==> config.mk <==
export PLATFORM = sky130hd
export DESIGN_NAME = indexed_list_engine
export DESIGN_NICKNAME = d
export VERILOG_FILES = /design/src/sv/ile_pkg.sv /design/src/sv/ile_ram.sv /design/src/sv/indexed_list_engine.sv
export VERILOG_INCLUDE_DIRS = /design/src /design/src/sv
export SDC_FILE = /design/constraint.sdc
export NUM_CORES = 2
export LEC_CHECK = 0
export BUFFER_PORTS_ARGS = -buffer_cell sky130_fd_sc_hd__buf_2
export CAP_MARGIN = 5
export CORE_MARGIN = 4
export CORE_UTILIZATION = 45
export DETAILED_ROUTE_END_ITERATION = 10
export PLACE_DENSITY = 0.61
export REMOVE_ABC_BUFFERS = 1
export SYNTH_ARGS = -nofsm -noshare
export SYNTH_HDL_FRONTEND = slang
export SYNTH_SLANG_ARGS = --single-unit
==> constraint.sdc <==
create_clock -name clk -period 4.5 [get_ports clk]
set_clock_uncertainty 0.15 [all_clocks]
set_input_delay 0.9 -clock clk [delete_from_list [all_inputs] [get_ports clk]]
set_output_delay 0.9 -clock clk [all_outputs]
set_load 0.01 [all_outputs]
==> src/sv/assert_macros.svh <==
// shared assertion macros
`ifndef ASSERT_MACROS_SVH
`define ASSERT_MACROS_SVH

// property holds on every clock edge out of reset
`define ASSERT_ALWAYS(label, clk, rst_n, expr, msg) \
  label: assert property (@(posedge clk) disable iff (!rst_n) (expr)) else $error(msg);

// antecedent implies consequent on the same edge
`define ASSERT_IMPLY(label, clk, rst_n, ante, cons, msg) \
  label: assert property (@(posedge clk) disable iff (!rst_n) (ante) |-> (cons)) \
    else $error(msg);

`endif

==> src/sv/ile_pkg.sv <==
// ----------------------------------------------------------------------------
// ile_pkg
// types and codes shared by the indexed list engine
// ----------------------------------------------------------------------------
package ile_pkg;

  // item field widths below are sized for these values
  localparam int CAPACITY   = 64;
  localparam int DATA_WIDTH = 32;

  localparam logic [3:0] ACT_GET_AT       = 4'd0;
  localparam logic [3:0] ACT_GET_FIRST    = 4'd1;
  localparam logic [3:0] ACT_GET_LAST     = 4'd2;
  localparam logic [3:0] ACT_POP_AT       = 4'd3;
  localparam logic [3:0] ACT_POP_FIRST    = 4'd4;
  localparam logic [3:0] ACT_POP_LAST     = 4'd5;
  localparam logic [3:0] ACT_INSERT_AT    = 4'd6;
  localparam logic [3:0] ACT_INSERT_FIRST = 4'd7;
  localparam logic [3:0] ACT_INSERT_LAST  = 4'd8;
  localparam logic [3:0] ACT_CLEAR        = 4'd9;
  localparam logic [3:0] ACT_STATUS       = 4'd10;

  localparam logic [1:0] ST_OK      = 2'd0;
  localparam logic [1:0] ST_MISSING = 2'd1;
  localparam logic [1:0] ST_FULL    = 2'd2;

  typedef struct packed {
    logic [3:0]  action;
    logic [5:0]  position;
    logic [31:0] payload;
  } in_item_t;

  typedef struct packed {
    logic [31:0] result_data;
    logic [1:0]  status;
    logic [6:0]  element_count;
    logic        is_empty;
  } out_item_t;

endpackage

==> src/sv/ile_ram.sv <==
// ----------------------------------------------------------------------------
// ile_ram
// simple dual-port ram, one write and one registered read per cycle
// ----------------------------------------------------------------------------
module ile_ram #(
  parameter int WIDTH = 32,
  parameter int DEPTH = 64,
  localparam int AW = $clog2(DEPTH)
) (
  input  logic             clk,
  input  logic             we,
  input  logic [AW-1:0]    waddr,
  input  logic [WIDTH-1:0] wdata,
  input  logic             re,
  input  logic [AW-1:0]    raddr,
  output logic [WIDTH-1:0] rdata
);

  logic [WIDTH-1:0] mem [DEPTH];

  always_ff @(posedge clk) begin
    if (we) begin
      mem[waddr] <= wdata;
    end
    if (re) begin
      rdata <= mem[raddr];
    end
  end

endmodule

==> src/sv/indexed_list_engine.sv <==
// ----------------------------------------------------------------------------
// indexed_list_engine
// bounded ordered list of linked nodes with a free list
// ----------------------------------------------------------------------------
// One request is taken at a time and gives one result item. Links and payloads
// sit in two rams with a registered read; a sequencer walks the link ram one
// node per cycle. Status, clear and any failing request go straight to the
// result; get_last reads its tail node directly, pops at index zero and
// front and back inserts need no walk, and the other gets, pops and
// mid-list inserts walk from the head towards the element index, so the
// walk sets how long a request runs. A stalled result holds the engine in
// its last step until the previous result leaves. Unused nodes are handed
// out from a fill mark, so no clearing pass follows reset or clear.
`include "assert_macros.svh"

module indexed_list_engine import ile_pkg::*; (
  input  logic      clk,
  input  logic      rst_n,
  input  logic      in_valid,
  output logic      in_stall,
  input  in_item_t  in_item,
  output logic      out_valid,
  input  logic      out_stall,
  output out_item_t out_item
);

  localparam int LW = $clog2(CAPACITY + 1);
  localparam int AW = $clog2(CAPACITY);
  localparam int XW = (LW > 6) ? LW : 6;
  localparam logic [LW-1:0] NIL = LW'(CAPACITY);

  localparam logic [4:0] S_IDLE     = 5'd0;
  localparam logic [4:0] S_WALK     = 5'd1;
  localparam logic [4:0] S_GET_RD   = 5'd2;
  localparam logic [4:0] S_GET_DONE = 5'd3;
  localparam logic [4:0] S_POP0_RD  = 5'd4;
  localparam logic [4:0] S_POP0_WB  = 5'd5;
  localparam logic [4:0] S_POPK_A   = 5'd6;
  localparam logic [4:0] S_POPK_B   = 5'd7;
  localparam logic [4:0] S_POPK_C   = 5'd8;
  localparam logic [4:0] S_REL      = 5'd9;
  localparam logic [4:0] S_ALLOC    = 5'd10;
  localparam logic [4:0] S_ALLOC_W  = 5'd11;
  localparam logic [4:0] S_INS_B1   = 5'd12;
  localparam logic [4:0] S_INS_B2   = 5'd13;
  localparam logic [4:0] S_INS_F    = 5'd14;
  localparam logic [4:0] S_INS_KA   = 5'd15;
  localparam logic [4:0] S_INS_KB   = 5'd16;
  localparam logic [4:0] S_INS_KC   = 5'd17;
  localparam logic [4:0] S_EMIT     = 5'd18;

  localparam logic [1:0] M_BACK  = 2'd0;
  localparam logic [1:0] M_FRONT = 2'd1;
  localparam logic [1:0] M_MID   = 2'd2;

  logic [4:0]            state_r, state_nxt, after_r, after_nxt;
  logic [LW-1:0]         first_r, first_nxt, last_r, last_nxt;
  logic [LW-1:0]         free_r, free_nxt, hwm_r, hwm_nxt, count_r, count_nxt;
  logic [LW-1:0]         cur_r, cur_nxt, n_r, n_nxt;
  logic [XW-1:0]         steps_r, steps_nxt;
  logic                  wfirst_r, wfirst_nxt, from_free_r, from_free_nxt;
  logic [1:0]            mode_r, mode_nxt, status_r, status_nxt;
  logic [DATA_WIDTH-1:0] pay_r, pay_nxt, data_r, data_nxt;
  logic                  out_valid_r;
  out_item_t             out_r;

  logic                  l_we, l_re, p_we, p_re;
  logic [AW-1:0]         l_waddr, l_raddr, p_waddr, p_raddr;
  logic [LW-1:0]         l_wdata, l_rdata;
  logic [DATA_WIDTH-1:0] p_rdata;

  logic [XW-1:0]         px, cx, k;
  logic [LW-1:0]         cur_c;
  logic [63:0]           pay64;
  logic [12:0]           cnt13;

  ile_ram #(.WIDTH(LW), .DEPTH(CAPACITY)) u_link (
    .clk(clk), .we(l_we), .waddr(l_waddr), .wdata(l_wdata),
    .re(l_re), .raddr(l_raddr), .rdata(l_rdata)
  );

  ile_ram #(.WIDTH(DATA_WIDTH), .DEPTH(CAPACITY)) u_payload (
    .clk(clk), .we(p_we), .waddr(p_waddr), .wdata(pay_r),
    .re(p_re), .raddr(p_raddr), .rdata(p_rdata)
  );

  assign in_stall  = (state_r != S_IDLE);
  assign out_valid = out_valid_r;
  assign out_item  = out_r;

  assign px    = XW'(in_item.position);
  assign cx    = XW'(count_r);
  assign pay64 = 64'(in_item.payload);
  assign cnt13 = 13'(count_r);
  // walk follows the link just read, except on its first step
  assign cur_c = wfirst_r ? cur_r : l_rdata;

  always_comb begin
    state_nxt = state_r;   after_nxt = after_r;
    first_nxt = first_r;   last_nxt = last_r;
    free_nxt = free_r;     hwm_nxt = hwm_r;     count_nxt = count_r;
    cur_nxt = cur_r;       n_nxt = n_r;         steps_nxt = steps_r;
    wfirst_nxt = wfirst_r; from_free_nxt = from_free_r;
    mode_nxt = mode_r;     status_nxt = status_r;
    pay_nxt = pay_r;       data_nxt = data_r;
    l_we = 1'b0; l_waddr = '0; l_wdata = '0; l_re = 1'b0; l_raddr = '0;
    p_we = 1'b0; p_waddr = '0; p_re = 1'b0; p_raddr = '0;
    k = '0;

    case (state_r)
      S_IDLE: begin
        if (in_valid) begin
          data_nxt   = '0;
          status_nxt = ST_OK;
          pay_nxt    = pay64[DATA_WIDTH-1:0];
          cur_nxt    = first_r;
          wfirst_nxt = 1'b1;
          state_nxt  = S_EMIT;
          case (in_item.action)
            ACT_GET_AT, ACT_GET_FIRST, ACT_GET_LAST: begin
              k = (in_item.action == ACT_GET_FIRST) ? '0 :
                  (in_item.action == ACT_GET_LAST) ? cx - 1'b1 : px;
              if (count_r == '0 || k >= cx) begin
                status_nxt = ST_MISSING;
              end else if (in_item.action == ACT_GET_LAST) begin
                cur_nxt   = last_r;
                state_nxt = S_GET_RD;
              end else begin
                steps_nxt = k;
                after_nxt = S_GET_RD;
                state_nxt = S_WALK;
              end
            end
            ACT_POP_AT, ACT_POP_FIRST, ACT_POP_LAST: begin
              k = (in_item.action == ACT_POP_FIRST) ? '0 :
                  (in_item.action == ACT_POP_LAST) ? cx - 1'b1 : px;
              if (count_r == '0 || k >= cx) begin
                status_nxt = ST_MISSING;
              end else if (k == '0) begin
                n_nxt     = first_r;
                state_nxt = S_POP0_RD;
              end else begin
                steps_nxt = k - 1'b1;
                after_nxt = S_POPK_A;
                state_nxt = S_WALK;
              end
            end
            ACT_INSERT_AT, ACT_INSERT_FIRST, ACT_INSERT_LAST: begin
              if (count_r >= NIL) begin
                status_nxt = ST_FULL;
              end else if (in_item.action == ACT_INSERT_AT && px != '0 && px >= cx) begin
                status_nxt = ST_MISSING;
              end else begin
                if (in_item.action == ACT_INSERT_LAST) begin
                  mode_nxt = M_BACK;
                end else if (in_item.action == ACT_INSERT_FIRST || px == '0) begin
                  mode_nxt = M_FRONT;
                end else begin
                  mode_nxt = M_MID;
                end
                steps_nxt = px - 1'b1;
                state_nxt = S_ALLOC;
              end
            end
            ACT_CLEAR: begin
              first_nxt = NIL;
              last_nxt  = NIL;
              free_nxt  = NIL;
              hwm_nxt   = '0;
              count_nxt = '0;
            end
            default: begin
            end
          endcase
        end
      end
      S_WALK: begin
        if (steps_r == '0) begin
          cur_nxt   = cur_c;
          state_nxt = after_r;
        end else begin
          l_re       = 1'b1;
          l_raddr    = cur_c[AW-1:0];
          steps_nxt  = steps_r - 1'b1;
          wfirst_nxt = 1'b0;
        end
      end
      S_GET_RD: begin
        p_re      = 1'b1;
        p_raddr   = cur_r[AW-1:0];
        state_nxt = S_GET_DONE;
      end
      S_GET_DONE: begin
        data_nxt  = p_rdata;
        state_nxt = S_EMIT;
      end
      S_POP0_RD: begin
        l_re      = 1'b1;
        l_raddr   = n_r[AW-1:0];
        p_re      = 1'b1;
        p_raddr   = n_r[AW-1:0];
        state_nxt = S_POP0_WB;
      end
      S_POP0_WB: begin
        first_nxt = l_rdata;
        if (l_rdata == NIL) begin
          last_nxt = NIL;
        end
        data_nxt  = p_rdata;
        l_we      = 1'b1;
        l_waddr   = n_r[AW-1:0];
        l_wdata   = free_r;
        free_nxt  = n_r;
        count_nxt = count_r - 1'b1;
        state_nxt = S_EMIT;
      end
      S_POPK_A: begin
        l_re      = 1'b1;
        l_raddr   = cur_r[AW-1:0];
        state_nxt = S_POPK_B;
      end
      S_POPK_B: begin
        n_nxt     = l_rdata;
        l_re      = 1'b1;
        l_raddr   = l_rdata[AW-1:0];
        p_re      = 1'b1;
        p_raddr   = l_rdata[AW-1:0];
        state_nxt = S_POPK_C;
      end
      S_POPK_C: begin
        // unlink the removed node from its predecessor
        l_we     = 1'b1;
        l_waddr  = cur_r[AW-1:0];
        l_wdata  = l_rdata;
        data_nxt = p_rdata;
        if (n_r == last_r) begin
          last_nxt = cur_r;
        end
        state_nxt = S_REL;
      end
      S_REL: begin
        l_we      = 1'b1;
        l_waddr   = n_r[AW-1:0];
        l_wdata   = free_r;
        free_nxt  = n_r;
        count_nxt = count_r - 1'b1;
        state_nxt = S_EMIT;
      end
      S_ALLOC: begin
        // reuse a released node first, else take a fresh one at the fill mark
        if (free_r != NIL) begin
          l_re          = 1'b1;
          l_raddr       = free_r[AW-1:0];
          n_nxt         = free_r;
          from_free_nxt = 1'b1;
        end else begin
          n_nxt         = hwm_r;
          hwm_nxt       = hwm_r + 1'b1;
          from_free_nxt = 1'b0;
        end
        state_nxt = S_ALLOC_W;
      end
      S_ALLOC_W: begin
        if (from_free_r) begin
          free_nxt = l_rdata;
        end
        p_we    = 1'b1;
        p_waddr = n_r[AW-1:0];
        case (mode_r)
          M_BACK:  state_nxt = S_INS_B1;
          M_FRONT: state_nxt = S_INS_F;
          default: begin
            cur_nxt    = first_r;
            wfirst_nxt = 1'b1;
            after_nxt  = S_INS_KA;
            state_nxt  = S_WALK;
          end
        endcase
      end
      S_INS_B1: begin
        l_we      = 1'b1;
        l_waddr   = n_r[AW-1:0];
        l_wdata   = NIL;
        state_nxt = S_INS_B2;
      end
      S_INS_B2: begin
        if (last_r != NIL) begin
          l_we    = 1'b1;
          l_waddr = last_r[AW-1:0];
          l_wdata = n_r;
        end else begin
          first_nxt = n_r;
        end
        last_nxt  = n_r;
        count_nxt = count_r + 1'b1;
        state_nxt = S_EMIT;
      end
      S_INS_F: begin
        l_we      = 1'b1;
        l_waddr   = n_r[AW-1:0];
        l_wdata   = first_r;
        first_nxt = n_r;
        if (last_r == NIL) begin
          last_nxt = n_r;
        end
        count_nxt = count_r + 1'b1;
        state_nxt = S_EMIT;
      end
      S_INS_KA: begin
        l_re      = 1'b1;
        l_raddr   = cur_r[AW-1:0];
        state_nxt = S_INS_KB;
      end
      S_INS_KB: begin
        l_we      = 1'b1;
        l_waddr   = n_r[AW-1:0];
        l_wdata   = l_rdata;
        state_nxt = S_INS_KC;
      end
      S_INS_KC: begin
        l_we    = 1'b1;
        l_waddr = cur_r[AW-1:0];
        l_wdata = n_r;
        if (cur_r == last_r) begin
          last_nxt = n_r;
        end
        count_nxt = count_r + 1'b1;
        state_nxt = S_EMIT;
      end
      S_EMIT: begin
        if (!out_valid_r || !out_stall) begin
          state_nxt = S_IDLE;
        end
      end
      default: state_nxt = S_IDLE;
    endcase
  end

  always_ff @(posedge clk) begin
    if (!rst_n) begin
      state_r     <= S_IDLE;
      first_r     <= NIL;
      last_r      <= NIL;
      free_r      <= NIL;
      hwm_r       <= '0;
      count_r     <= '0;
      out_valid_r <= 1'b0;
    end else begin
      state_r <= state_nxt;
      first_r <= first_nxt;
      last_r  <= last_nxt;
      free_r  <= free_nxt;
      hwm_r   <= hwm_nxt;
      count_r <= count_nxt;
      if (state_r == S_EMIT && (!out_valid_r || !out_stall)) begin
        out_valid_r <= 1'b1;
      end else if (!out_stall) begin
        out_valid_r <= 1'b0;
      end
    end
  end

  always_ff @(posedge clk) begin
    after_r     <= after_nxt;
    cur_r       <= cur_nxt;
    n_r         <= n_nxt;
    steps_r     <= steps_nxt;
    wfirst_r    <= wfirst_nxt;
    from_free_r <= from_free_nxt;
    mode_r      <= mode_nxt;
    status_r    <= status_nxt;
    pay_r       <= pay_nxt;
    data_r      <= data_nxt;
    if (state_r == S_EMIT && (!out_valid_r || !out_stall)) begin
      out_r.result_data   <= 32'(64'(data_r));
      out_r.status        <= status_r;
      out_r.element_count <= cnt13[6:0];
      out_r.is_empty      <= (count_r == '0);
    end
  end

  `ASSERT_ALWAYS(a_count_bound, clk, rst_n, count_r <= NIL, "element count above capacity")
  `ASSERT_ALWAYS(a_hwm_bound, clk, rst_n, hwm_r <= NIL, "fill mark above capacity")
  `ASSERT_IMPLY(a_empty_links, clk, rst_n, state_r == S_IDLE, (count_r == '0) == (first_r == NIL) && (count_r == '0) == (last_r == NIL), "head or tail disagrees with count")
  `ASSERT_IMPLY(a_walk_live, clk, rst_n, state_r == S_WALK && !wfirst_r, l_rdata != NIL || steps_r == '0, "walk ran off the list end")

endmodule

After elaboration in Yosys (flattened, before gate mapping)
Memory sizes are Yosys's and may differ from the RTL's. A register that Yosys moved wholly into a read port is not among the register bits.
Index checks and enable logic that the tools add are counted.
- add/subtract/negate cells: 6
- magnitude comparators: 4
- equal/unequal tests: 60
- muxes and demuxes: 98
- bitwise logic cells: 2
- reduce and logical (&&, ||, !) cells: 58
- operators by type and width (operator ; count):
    2-to-1 mux 7 bit ; 36
    case mux 7 bit (3 select lines) ; 5
    case mux 7 bit (6 select lines) ; 2
    case mux 5 bit (14 select lines) ; 1
    2-to-1 mux 5 bit ; 13
    case mux 32 bit (2 select lines) ; 1
    equality test 5 x 4 -> 1 bit (second input constant) ; 8
    case mux 6 bit (3 select lines) ; 2
    2-to-1 mux 32 bit ; 1
    != test 2 bit (second input constant) ; 15
    case mux 6 bit (5 select lines) ; 1
    zero test 7 bit ; 4
    case mux 7 bit (2 select lines) ; 2
    case mux 7 bit (4 select lines) ; 1
    2-to-1 mux 6 bit ; 4
    subtractor 7 x 1 -> 7 bit (second input constant) ; 3
    equality test 5 x 3 -> 1 bit (second input constant) ; 4
    case mux 5 bit (2 select lines) ; 2
    AND reduction 4 bit ; 5
    != test 3 bit (second input constant) ; 6
    OR reduction 3 bit ; 6
    2-to-1 mux 1 bit ; 17
    equality test 4 x 3 -> 1 bit (second input constant) ; 4
    equality test 5 bit (second input constant) ; 3
    48 further kinds ; 82
- bits in registers: 179
- bits in writable memories: 2496
- bits of input ports: 46
- word-level logic and storage cells: 252
- memories kept: 2
- memories (memory ; depth ; width ; read ports ; clocked after Yosys merged registers in ; wr ports ; RTL line ; source):
    u_payload.mem ; 64 ; 32 ; 1 ; 1 ; 1 ; ile_ram.sv:19 ; logic [WIDTH-1:0] mem [DEPTH];
    u_link.mem ; 64 ; 7 ; 1 ; 1 ; 1 ; ile_ram.sv:19 ;

Depth between registers and ports, before layout
- depth after elaboration: 9
- gate-level depth with buffers: 17

By module
Synthesis repeated with hierarchy kept, for this count alone.
- cells, all modules: 5064
- area, all modules: 105826.5 um^2
- by module, submodules not included (module ; instances ; cells each ; area each (um^2) ; sequential area each (um^2)):
    ile_ram at u_payload ; 1 ; 3323 ; 78843.1 ; 62459.9
    ile_ram at u_link ; 1 ; 837 ; 17743.3 ; 13663.1
    indexed_list_engine ; 1 ; 904 ; 9240.1 ; 4874.7

Worst setup path after synthesis
No wires, ideal clock.
- path kind: input-to-reg
- from: in in_item[39] (netlist bit)
- to: reg steps_r[0] (enable)
- setup time: 382 ps
- arrival: 3854 ps
- required time: 3968 ps
- slack: 114 ps
- stages on the path: 14
- cells stage by stage: clkbuf_1 inv_1 clkbuf_1 nor4_1 a21oi_1 o21ai_0 ha_1 a21o_1 a21o_1 a2111oi_0 o21ai_0 nand2_1 o211ai_1 a21boi_0
- cells in the longest elaborated chain, start to end: 7
- elaborated cells on any way between the ends: 31
- classes of those cells: order compare: 2; eq/ne: 15; mux: 4; reduce/logical: 10
- RTL lines (element ; RTL line ; source):
    start, declared ; indexed_list_engine.sv:21 ; input in_item_t in_item,
    equality test 4 x 3 -> 1 bit / equality test 4 x 2 -> 1 bit (equally long branches) ; - ;
    2-to-1 mux 7 bit (on tied branches) ; indexed_list_engine.sv:136, indexed_list_engine.sv:122 ;
    2-to-1 mux 7 bit (on tied branches) ; indexed_list_engine.sv:135, indexed_list_engine.sv:121 ;
    >= comparator 7 bit (on tied branches) ; indexed_list_engine.sv:137, indexed_list_engine.sv:123 ;
    logical OR 1 bit (on tied branches) ; indexed_list_engine.sv:137, indexed_list_engine.sv:123 ;
    != test 3 bit (no line) ; - ;
    AND reduction 10 bit (no line) (*) ; - ;
    end signal, assigned ; indexed_list_engine.sv:367 ; steps_r <= steps_nxt;
    end, declared ; indexed_list_engine.sv:60 ; logic [XW-1:0] steps_r, steps_nxt;
Every way passes the cells marked *; elsewhere a longest branch is shown, timed or not.
A chain may end at the register's enable or synchronous reset.

Final worst setup path
- from: reg state_r[2]
- to: reg u_payload.rdata[18], read port of u_payload.mem, data pin
- cells in the longest elaborated chain, start to end: 3
- elaborated cells on any way between the ends: 6
- classes of those cells: eq/ne: 3; mux: 2; reduce/logical: 1
- RTL lines (element ; RTL line ; source):
    start, declared ; indexed_list_engine.sv:56 ; logic [4:0] state_r, state_nxt, after_r, after_nxt;
    start signal, assigned ; indexed_list_engine.sv:349 ; state_r <= state_nxt;
    equality test 5 x 3 -> 1 bit / equality test 5 x 2 -> 1 bit (equally long branches) ; indexed_list_engine.sv:110 ; case (state_r)
    OR reduction 3 bit (no line) ; - ;
    2-to-1 mux 1 bit ; indexed_list_engine.sv:110 ;
    end, declared ; ile_ram.sv:16 ; output logic [WIDTH-1:0] rdata
Parallel ways exist; a longest one is shown, timed or not.

==> flow_summary.toml <==
[sta]
achievable_freq_mhz = 232
setup-violations-final = 0
slew_viol_final = 0
tightestPinTransition_ps = 1150
hold_viol_final = 0
fraction_of_the_cycle_the_final_worst_path_needs_pct = 95.8
maxSlewHeadroom_pct = 22.8
rsz0062_at_grt = "false"
clock_period_minus_worst_slack_ps = 4310

[placed_design]
gpl.final_weighted_congestion = 0.900
place_hpwl_um = 170000
numPlacedInstances = 9808
numPortBuffers = 89

[worst_setup_path]
worst_path_max_delay_cell = "dfxtp_1"
arrival_ps = 4820
cp_cell_sequence = "nor3b_4 -> o21ai_1 -> and2_2 -> nor2_4 -> buf_4 -> buf_4 -> a32oi_1 -> nand4_1 -> o311a_1 -> o21ai_1"
critical_path_class = "flop to flop"
critPathLaunchType = "flop"
worstSetupEndpointType = "flop"
worstPathMaxFanout = 22
critical_path.max_stage_delay_ps = 580
required_ps = 5010

[logic_synthesis]
synth.largest_area_cell = "edfxtp_1"
synth-main-ff-cell = "edfxtp_1"
async_reset_ff_share_pct = 0
synth.lib_cells_used.distinct = 88
synth.area.top_cells = "edfxtp_1 75%, mux4_2 6.1%, nand2_1 3.7%"
yosysWarningCount = 0
synth-edff-count = 2670
synth.top_cells.by_count = "2,670 x edfxtp_1, 1,051 x nand2_1, 411 x nand3_1"
postSynthRegisterBits = 2711
synth_top_area_share_pct = 74.5
post-synth-top-count-cell = "edfxtp_1"
sequential_to_total_area_share_from_yosys_stat_pct = 75.3
netlist_area_um2 = 108000
average_footprint_of_a_synthesized_cell_um2 = 16.5
synthCells = 6529

[global_routing]
grt_antenna_before_repair = 16
first_global_vias = 60177
grt.overflow.total = 0
grt_pass1_wl_um = 424000
grt_use_total_pct = 23.2
grt_start_max_net_pins = 105

[pwr]
power.total_mw = 71.1
power.density_nw_per_um2 = 571
vdd_drop_max_uv = 425
cellLeakagePower_nw = 41.5

[final_layout]
synthesis_to_finish_area_growth_pct = 15.7
final_nets = 7047
finalNonFillerCells = 10366
fillers = 19063
drive_gt1_share_pct = 18.2

[clocking]
clkLatencyLatePin_ps = 950
max-clock-path-buffers = 4
cts_tree = "yes"
clk_pin_slew_worst_paths_ps = 70
cts_root_buf = "clkbuf_16"
h-tree-depth = 5
numCtsBuffers = 299
clkSinkCount = 2711

[run_status]
status = "complete, no violations"

[worst_hold_path]
holdCritPathClass = "primary input to flop"

[route]
routed_wirelength_um = 292000
via_total_after_detailed_routing = 61914
detailedRoute.firstIterationViolations = 7869
drcViolationCount = 0
wire_per_inst_um = 28.2
antenna_violating_nets_post_route = 0
avgViaCountPerCell = 5.97
number_of_search_and_repair_iterations_in_the_first_detailed_routing_pass = 7

[floorplanning]
start_util_pct = 45.2
chipHeight_um = 497
fp.dieW_um = 497
io_pins = 90
coreArea_um2 = 238000
rows = 179
dieArea_um2 = 247000

[run]
drv_cap = 0
## per-layer routing
layer  vias to the layer above  track usage [%]  routed length [um]
li1                      26510                -                   -
met1                     32040             34.3              124000
met2                      2919             35.8              135000
met3                       443             3.91               25100
met4                         2             6.47                7730
met5                         -                0                  13
## power by group
| part | internal, mW | leakage, nW | total (mW) | switching [mW] |
|---|---|---|---|---|
| Combinational | 5.53 | 12.6 | 16.9 | 11.4 |
| Sequential | 30.7 | 24.5 | 31.3 | 0.586 |
| Clock | 13.4 | 4.41 | 22.9 | 9.54 |
| Total | 49.6 | 41.5 | 71.1 | 21.5 |
## cell usage in the layout (no fill, tap or decap), types with 30 or more instances in the layout
cell type      netlist  final
o311a_1             30     30
o22ai_1             69     69
nand2_1           1051   1044
a21oi_1             94     93
a32oi_1             64     64
a31oi_1             66     66
nor2_1             263    188
edfxtp_1          2670   2670
clkbuf_1           161     53
mux4_2             291    291
o21ai_0             91     88
and2_1              43     42
dfxtp_1             41     40
buf_4               54    290
dlygate4sd3_1        0     32
nand3_1            411    408
nand4_1             99     99
clkinv_1             0     70
clkbuf_16            0    303
buf_2              125     89
a22oi_1             66     66
clkinv_2             0     42
nor2_4               3     72
buf_12               0    108
mux2i_1            339    339
o21ai_1             31     32
## flip-flops by register name (all words and copies together), names as in the netlist, 32 cells and up
signal / count
u_payload.rdata: 32
u_link.mem: 448
u_payload.mem: 2048
out_item: 42
pay_r: 32
data_r: 32
## repair_timing
item / CTS / global route
buffers inserted: 1 / 0
hold endpoints to repair: 32 / 0
resized for setup: 0 / 9
endpoints found under the setup margin: 2 / 170
pin swaps: 1 / 0
hold buffers: 32 / 0
## critical path: cells and delay by family, from the launching register on
family / cells / cell delay, ps
AOI/OAI and AO/OA: 4 / 920
buffers and inverters: 2 / 770
DFF: 1 / 580
and+or+nand+nor: 4 / 1570
## layout make-up
| type | count | area [um2] | area share, % |
|---|---|---|---|
| inverters | 23 | 87.6 | 0.0704 |
| diodes | 13 | 32.5 | 0.0261 |
| clock inverters | 154 | 1250 | 1.00 |
| multi-input cells | 3421 | 25200 | 20.2 |
| well taps | 3167 | 3960 | 3.18 |
| flip-flops and latches | 2711 | 81000 | 65.1 |
| clock buffers | 358 | 7810 | 6.27 |
| repair buffers | 519 | 5100 | 4.10 |
## through the flow
step	utilization (%)	TNS (ps)	setup WS [ps]	cell area, um2	hold slack (ps)
final	52.3	0	189	124000	114
after global routing	52.3	0	36.7	124000	84.3
after CTS	52.3	0	81.8	124000	39.7
after detailed placement	48.4	-1060	-131	115000	258
after global placement	48.4	-594	-85.0	115000	252
after floorplan	-	-552890	-20790	106000	250
## final timing paths
path	slack [ps]	start	depth (start not counted)	to
setup / recovery	190	state_r[2]	10	u_payload.rdata[18]
hold / removal	110	out_stall	3	out_valid
setup reg to reg	190	state_r[2]	10	u_payload.rdata[18]
hold reg to reg	270	data_r[3]	0	out_item[13]
## cell families (layout without fill, tap and decap cells)
logic type      count (synthesis)  in the layout  synth area share, %
other cells                     0             13                    0
fa+ha+maj                      26             26                0.302
buf+inv                       397           1054                 1.88
xor+xnor                       37             37                0.301
simple gates                 2048           2048                 8.49
mux                           635            635                 9.30
compound gates                675            675                 4.42
flops                        2711           2711                 75.3
No activity file was read; power rests on OpenSTA's default activity.
